<file path="src/rtl/core/modular_inverse_ext_euclid_top_macros.svh">
// Assertion macros shared by the modular inverse RTL.
`ifndef MODULAR_INVERSE_EXT_EUCLID_TOP_MACROS_SVH
`define MODULAR_INVERSE_EXT_EUCLID_TOP_MACROS_SVH

// Checks an implication on every rising clock edge outside reset.
`define MIE_ASSERT(lbl, prop, msg) \
	lbl: assert property (@(posedge clk) disable iff (!arst_n) (prop)) else $error(msg);

// Checks a condition that must hold in the cycle after a trigger.
`define MIE_ASSERT_NEXT(lbl, trig, prop, msg) \
	lbl: assert property (@(posedge clk) disable iff (!arst_n) (trig) |=> (prop)) \
		else $error(msg);

`endif

</file>
<file path="src/rtl/core/mie_pkg.sv">
// Package with the sequencer states and control types of the modular inverse block.
package mie_pkg;

	typedef enum logic [2:0] {
		ST_IDLE,
		ST_CHECK,
		ST_ALIGN,
		ST_SUB,
		ST_REDUCE
	} mie_state_t;

	typedef struct packed {
		logic fits;
		logic last;
	} mie_step_stat_t;

endpackage

</file>
<file path="src/rtl/core/mie_if.sv">
// Valid/ready interfaces for the request and response channels.
interface mie_req_if #(parameter int DATA_WIDTH = 31) ();
	logic                  valid;
	logic                  ready;
	logic [DATA_WIDTH-1:0] value;
	logic [DATA_WIDTH-1:0] modulus;

	modport source (output valid, value, modulus, input ready);
	modport sink (input valid, value, modulus, output ready);
endinterface

interface mie_rsp_if #(parameter int DATA_WIDTH = 31) ();
	logic                  valid;
	logic                  ready;
	logic [DATA_WIDTH-1:0] inverse;
	logic                  has_inverse;

	modport source (output valid, inverse, has_inverse, input ready);
	modport sink (input valid, inverse, has_inverse, output ready);
endinterface

</file>
<file path="src/rtl/core/modular_inverse_ext_euclid_top.sv">
// Top level of the iterative extended Euclid modular inverse block.
//
// Each item carries a value and a modulus; the block returns the Bezout coefficient of
// the value reduced into [0, modulus) and a flag that is set when the gcd is 1. One
// shared compare-subtract unit does all the work, one quotient bit per cycle. A Euclid
// step runs a setup state (ST_CHECK), then ST_ALIGN, which shifts the divisor left while
// the doubled divisor still fits the remainder, then ST_SUB, which settles the quotient
// bits from the top down. When the remainder reaches zero, ST_REDUCE loads the result
// into the output register, and the next item can be taken in the same cycle that the
// result becomes valid at the earliest. The request side is not ready while an item is
// in work; a finished result waits in the output register and the next item can be taken
// meanwhile, but a second result that finishes while the first still waits holds the
// sequencer.
module modular_inverse_ext_euclid_top
	import mie_pkg::*;
#(
	parameter int DATA_WIDTH = 31
) (
	input  logic     clk,
	input  logic     arst_n,
	mie_req_if.sink  req,
	mie_rsp_if.source rsp
);

	`include "modular_inverse_ext_euclid_top_macros.svh"

	localparam int CW = $clog2(DATA_WIDTH);

	mie_state_t state_q, state_d;

	logic [DATA_WIDTH-1:0] old_r_q, r_q, rem_q, d_q, mod_q, inv_q;
	logic [DATA_WIDTH:0]   old_s_q, s_q, acc_q;
	logic [CW-1:0]         cnt_q;
	logic                  has_q, ov_q;

	logic [DATA_WIDTH-1:0] cand, diff, res;
	logic [DATA_WIDTH:0]   acc_diff, red_sum;
	mie_step_stat_t        stat;
	logic                  load_out, can_shift, accept, m_nz;

	mie_step #(.DATA_WIDTH(DATA_WIDTH)) u_step (
		.rem      (rem_q),
		.cand     (cand),
		.acc      (acc_q),
		.s        (s_q),
		.cnt      (cnt_q),
		.diff     (diff),
		.acc_diff (acc_diff),
		.stat     (stat)
	);

	assign accept    = req.valid && req.ready;
	assign m_nz      = (req.modulus != '0);
	assign can_shift = stat.fits && !d_q[DATA_WIDTH-1];

	// A negative coefficient never goes below minus the modulus, so one add reduces it.
	assign red_sum = old_s_q + {1'b0, mod_q};
	always_comb begin
		if (old_s_q[DATA_WIDTH]) begin
			res = red_sum[DATA_WIDTH-1:0];
		end else if (old_s_q[DATA_WIDTH-1:0] == mod_q) begin
			res = '0;
		end else begin
			res = old_s_q[DATA_WIDTH-1:0];
		end
	end

	always_comb begin
		state_d = state_q;
		unique case (state_q)
			ST_IDLE: begin
				if (req.valid) state_d = ST_CHECK;
			end
			ST_CHECK: begin
				state_d = (r_q == '0) ? ST_REDUCE : ST_ALIGN;
			end
			ST_ALIGN: begin
				if (!can_shift) state_d = ST_SUB;
			end
			ST_SUB: begin
				if (stat.last) state_d = ST_CHECK;
			end
			ST_REDUCE: begin
				if (!ov_q || rsp.ready) state_d = ST_IDLE;
			end
			default: state_d = ST_IDLE;
		endcase
	end

	always_comb begin
		req.ready = 1'b0;
		load_out  = 1'b0;
		cand      = d_q;
		unique case (state_q)
			ST_IDLE:   req.ready = 1'b1;
			ST_ALIGN:  cand = {d_q[DATA_WIDTH-2:0], 1'b0};
			ST_REDUCE: load_out = !ov_q || rsp.ready;
			default: begin
			end
		endcase
	end

	always_ff @(posedge clk or negedge arst_n) begin
		if (!arst_n) begin
			state_q <= ST_IDLE;
			ov_q    <= 1'b0;
		end else begin
			state_q <= state_d;
			if (load_out) begin
				ov_q <= 1'b1;
			end else if (rsp.ready) begin
				ov_q <= 1'b0;
			end
		end
	end

	always_ff @(posedge clk) begin
		case (state_q)
			ST_IDLE: begin
				if (accept) begin
					old_r_q <= m_nz ? req.value : '0;
					r_q     <= req.modulus;
					mod_q   <= req.modulus;
					old_s_q <= {{DATA_WIDTH{1'b0}}, m_nz};
					s_q     <= '0;
				end
			end
			ST_CHECK: begin
				rem_q <= old_r_q;
				d_q   <= r_q;
				acc_q <= old_s_q;
				cnt_q <= '0;
			end
			ST_ALIGN: begin
				if (can_shift) begin
					d_q   <= cand;
					cnt_q <= cnt_q + 1'b1;
				end
			end
			ST_SUB: begin
				if (stat.fits) begin
					rem_q <= diff;
					acc_q <= acc_diff;
				end
				if (stat.last) begin
					old_r_q <= r_q;
					r_q     <= stat.fits ? diff : rem_q;
					old_s_q <= s_q;
					s_q     <= stat.fits ? acc_diff : acc_q;
				end else begin
					d_q   <= d_q >> 1;
					cnt_q <= cnt_q - 1'b1;
				end
			end
			ST_REDUCE: begin
				if (load_out) begin
					inv_q <= res;
					has_q <= (old_r_q == {{(DATA_WIDTH-1){1'b0}}, 1'b1});
				end
			end
			default: begin
			end
		endcase
	end

	assign rsp.valid       = ov_q;
	assign rsp.inverse     = inv_q;
	assign rsp.has_inverse = has_q;

	`MIE_ASSERT_NEXT(a_accept_starts, accept, state_q == ST_CHECK,
		"An accepted item did not start a Euclid step.")
	`MIE_ASSERT(a_sub_bound, (state_q == ST_SUB) |-> ({1'b0, rem_q} < {d_q, 1'b0}),
		"The partial remainder exceeds twice the aligned divisor.")
	`MIE_ASSERT_NEXT(a_rem_below, (state_q == ST_SUB) && stat.last, r_q < old_r_q,
		"A finished Euclid step left a remainder not below its divisor.")

endmodule

</file>
<file path="src/rtl/core/mie_step.sv">
// Shared compare, subtract and shift unit for one quotient bit of a Euclid step.
module mie_step
	import mie_pkg::*;
#(
	parameter int DATA_WIDTH = 31
) (
	input  logic [DATA_WIDTH-1:0]         rem,
	input  logic [DATA_WIDTH-1:0]         cand,
	input  logic [DATA_WIDTH:0]           acc,
	input  logic [DATA_WIDTH:0]           s,
	input  logic [$clog2(DATA_WIDTH)-1:0] cnt,
	output logic [DATA_WIDTH-1:0]         diff,
	output logic [DATA_WIDTH:0]           acc_diff,
	output mie_step_stat_t                stat
);

	logic [DATA_WIDTH:0] s_sh;

	// The coefficient arithmetic wraps modulo 2^(DATA_WIDTH+1); every true value fits.
	assign s_sh      = s << cnt;
	assign diff      = rem - cand;
	assign acc_diff  = acc - s_sh;
	assign stat.fits = (cand <= rem);
	assign stat.last = (cnt == '0);

endmodule
</file>
<file path="src/flat_wrapper.sv">
// flat-port wrapper written by rule: the top's interface ports become plain ports
module modular_inverse_ext_euclid_top_flat import mie_pkg::*;
#(
	parameter int DATA_WIDTH = 31
)
  (clk, arst_n, req_valid, req_value, req_modulus, req_ready, rsp_valid, rsp_inverse, rsp_has_inverse, rsp_ready);
  mie_req_if #(.DATA_WIDTH(DATA_WIDTH)) req_i ();
  mie_rsp_if #(.DATA_WIDTH(DATA_WIDTH)) rsp_i ();
  input  logic clk;
  input  logic arst_n;
  input wire logic [$bits(req_i.valid)-1:0] req_valid;
  input wire logic [$bits(req_i.value)-1:0] req_value;
  input wire logic [$bits(req_i.modulus)-1:0] req_modulus;
  output wire logic [$bits(req_i.ready)-1:0] req_ready;
  output wire logic [$bits(rsp_i.valid)-1:0] rsp_valid;
  output wire logic [$bits(rsp_i.inverse)-1:0] rsp_inverse;
  output wire logic [$bits(rsp_i.has_inverse)-1:0] rsp_has_inverse;
  input wire logic [$bits(rsp_i.ready)-1:0] rsp_ready;
  assign req_i.valid = req_valid;
  assign req_i.value = req_value;
  assign req_i.modulus = req_modulus;
  assign req_ready = req_i.ready;
  assign rsp_valid = rsp_i.valid;
  assign rsp_inverse = rsp_i.inverse;
  assign rsp_has_inverse = rsp_i.has_inverse;
  assign rsp_i.ready = rsp_ready;
  modular_inverse_ext_euclid_top #(.DATA_WIDTH(DATA_WIDTH)) u_core (.clk(clk), .arst_n(arst_n), .req(req_i), .rsp(rsp_i));
endmodule
</file>
<file path="config.mk">
export PLATFORM = sky130hd
export DESIGN_NAME = modular_inverse_ext_euclid_top_flat
export DESIGN_NICKNAME = d
export VERILOG_FILES = /design/src/rtl/core/mie_pkg.sv /design/src/rtl/core/mie_if.sv /design/src/rtl/core/modular_inverse_ext_euclid_top.sv /design/src/rtl/core/mie_step.sv /design/src/flat_wrapper.sv
export VERILOG_INCLUDE_DIRS = /design/src /design/src/rtl/core
export SDC_FILE = /design/constraint.sdc
export NUM_CORES = 1
export LEC_CHECK = 0
export BUFFER_PORTS_ARGS = -buffer_cell sky130_fd_sc_hd__buf_4
export CAP_MARGIN = 20
export CORE_AREA = 4 4 192 194
export CTS_BUF_LIST = sky130_fd_sc_hd__clkbuf_8
export DETAILED_ROUTE_END_ITERATION = 8
export DIE_AREA = 0 0 196 198
export MAX_ROUTING_LAYER = met4
export PLACE_DENSITY_LB_ADDON = 0.15
export SYNTH_ARGS = -nofsm -noshare
export SYNTH_HDL_FRONTEND = slang
export SYNTH_SLANG_ARGS = --single-unit
export TNS_END_PERCENT = 30
</file>
<file path="constraint.sdc">
create_clock -name clk -period 9.25 [get_ports clk]
set_input_delay 0.4625 -clock clk [delete_from_list [all_inputs] [get_ports clk]]
set_output_delay 0.4625 -clock clk [all_outputs]
set_load 0.03 [all_outputs]
</file>
==> qor.csv <==
stage,metric,value,unit
clock_network,maximum clock path buffer count,3,
synth,post-synth net total,2031,
route,DR WL/cell,23.7,µm
route,final WL,57900,µm
worst_setup_path,Worst Setup End Kind,flip-flop,
sta,RSZ-0062 raised after global routing,no,
synth,post-synthesis cell type count,86,
route,Pre-Repair DR Iteration Count,5,
worst_setup_path,Arrival @ worst endpoint,5.82,ns
worst_setup_path,R2R depth,15,
sta,count of final hold-check violations,0,
synth,yosys warns,0,
synth,Synth area leaders,"edfxtp_1, ha_1, mux2i_1, nand2_1, nor2_1",
worst_setup_path,Setup crit start kind,flip-flop,
sta,Final min period,5.51,ns
route,M1 WL,24100,µm
synth,library cell with the largest summed area after synthesis,edfxtp_1,
worst_setup_path,CP max FO,21,
clock_network,CTS buffer count,49,
global_route,grt total ovfl,0,
route,max layer used,met4,
global_route,vias in the first global route,15200,
sta,clock skew,0.0297,ns
worst_setup_path,Worst EP required,9.56,ns
clock_network,post_cts resized,0,
outcome,status,"finished, final reports clean",
synth,register area share after synthesis,0.457,
die,Starting Density,0.543,
synth,Synth Area in Adders,0.0676,
sta,fin crit share,0.596,
route,met2 wire len,27900,µm
clock_network,Worst-path clk slew,0.07,ns
route,vias per cell,6.37,
synth,Avg Inst Size Synth,10.3,µm²
route,antenna-violating nets left,0,
synth,largest family of logic cells by synthesized area,compound AO/OA/AOI/OAI gates,
sta,endpoints failing setup,0,
finish,layout cells sized above 1,0.132,
synth,post-synthesis instance total,1864,
synth,post-synth top area share,0.452,
synth,synthesized area,19100,µm²
route,Routed met3 length,3470,µm
sta,Fmax,0.181,GHz
die,# rows,69,
sta,Pins Over Slew Limit,0,
synth,Post-Synth Simple-Gate Area,0.141,
sta,setup TNS,0,ns
finish,"most common cell after layout, fill and taps aside",edfxtp_1,
worst_setup_path,FF-to-FF setup slack,3.74,ns
clock_network,later-pin clock latency in the skew report,0.66,ns
global_route,initial antenna violation count,1,
clock_network,clock root buffer master,clkbuf_8,
clock_network,CTS tree,yes,
route,DR vias,15600,
global_route,GRT Util Overall,0.307,
placement,DP HPWL,41700,µm
worst_setup_path,reg2reg end,u_core.d_q[24],
finish,most frequent cells in the layout,"edfxtp_1, nand2_1, nor2_1",
clock_network,# hold bufs at CTS,12,
clock_network,Sink Count,292,
die,Die Y,198,µm
route,Iter 0 DRT Violations,1359,
synth,Post-synth EDFFs,288,
die,die width,196,µm
placement,# port buffers,99,
synth,compound-gate portion of the synthesized area,0.189,
synth,post-synthesis mux area share,0.0782,
die,Ports,100,
synth,ys async rst share,0.0137,
worst_setup_path,Setup CP Type,reg2reg,
synth,"Top FF cell, synth",edfxtp_1,
die,Die ar.,38800,µm²
route,DR DRC count,0,
finish,Nets,2108,
finish,area grow syn2layout,11.7,%
worst_hold_path,Hold WC Path Type,in2reg,
clock_network,H-tree level count,2,
sta,Slew HR,0.304,
die,total core area,35200,µm²
clock_network,Setup Buffers After CTS,0,
worst_hold_path,Hold EP,u_core.mod_q[12],
worst_hold_path,Hold Crit Start,req_modulus[12],
flow_run,max_cap viols,0,
global_route,largest net degree at the start of global routing,94,
synth,Synth Area in XOR/XNOR,0.0348,
worst_setup_path,RR Startpoint,u_core.state_q[2],
placement,Placer Congestion,0.932,
synth,"FF+latch count, synth",292,
worst_hold_path,Hold Path Depth,1,
sta,Least-Margin Pin Slew,1.04,ns
global_route,first-pass GRT wire length,90000,µm
## logic make-up after synthesis
kind of cell    after synthesis
compound gates              539
xor+xnor                     76
fa+ha+maj                   101
buf+inv                     143
flops                       292
mux                         120
simple gates                593
## critical path, stage by stage (launching register included)
cell      delay [ns]
dfrtp_1         0.56
nand2b_2        0.30
nor2_4          0.55
buf_16          0.25
mux2i_1         0.10
ha_1            0.36
nand2_1         0.16
nor4_1          0.62
a31oi_1         0.18
o21bai_1        0.17
a221oi_1        0.15
o21a_2          0.16
nor2_1          0.08
a21oi_1         0.10
a311oi_4        0.93
buf_4           0.46
## synth_stat cells, types with 17 or more instances
cell,instances
o21ai_0,84
a21oi_1,120
inv_1,34
and3_1,42
nand3_1,24
nand4_1,24
xor2_1,42
nand2_1,213
a22o_1,36
nor2b_1,17
o21a_1,31
clkbuf_1,75
ha_1,97
mux2i_1,91
mux4_2,23
nor4_1,30
nor2_1,180
o21ai_1,48
a211oi_1,34
edfxtp_1,288
nor3_1,22
a21o_1,60
xnor2_1,34
## per-stage QoR
stage                     instance area, µm²  worst slack [ns]  instances   util  hold slack [ns]
after detailed placement               20200              3.81       2338  0.574            0.265
final                                  21400              3.74       2441  0.607           0.0532
after global routing                   21400              3.36       2441  0.607          0.00683
after floorplan                        19100              2.39       1864      -            0.167
after CTS                              21300              3.79       2439  0.606          0.00237
after global placement                 20200              3.69       2337  0.573            0.263
## layout make-up
type | count | area (µm²)
antenna | 1 | 2.50
clock buffer | 49 | 674
clock inverter | 40 | 335
fill | 2996 | 13800
inverter | 37 | 140
multi-input combinational | 1429 | 9840
sequential | 292 | 8750
tap | 461 | 577
timing repair buffer | 132 | 1060
## metal layers
layer,up-vias,GRT usage
met5,-,-
met4,0,0.114
met3,115,0.0483
met2,582,0.499
met1,7620,0.392
li1,7234,-
## how the worst max path moves through the flow
| stage | startpoint | to | slack (ns) | cells past startpoint |
|---|---|---|---|---|
| after floorplan | u_core.state_q[1] | u_core.cnt_q[0] | 2.39 | 19 |
| after global placement | u_core.state_q[2] | u_core.d_q[23] | 3.69 | 14 |
| after detailed placement | u_core.state_q[2] | u_core.d_q[24] | 3.81 | 15 |
| after CTS | u_core.state_q[2] | u_core.d_q[27] | 3.79 | 15 |
| after global routing | u_core.state_q[2] | u_core.cnt_q[3] | 3.36 | 15 |
| final | u_core.state_q[2] | u_core.d_q[24] | 3.74 | 15 |
## registers in the layout, indices dropped and copies added, names as in the netlist
signal and flops:
u_core.old_s_q 32, u_core.state_q 3, u_core.r_q 31, u_core.d_q 31, u_core.cnt_q 5, u_core.rsp.inverse 31
u_core.rsp.valid 1, u_core.rem_q 31, u_core.s_q 32, u_core.mod_q 31, u_core.acc_q 32, u_core.old_r_q 31
u_core.rsp.has_inverse 1
Power is left out: the tool's default activity adds up to more than one toggle a clock period on the data nets, which glitch-free logic cannot reach.
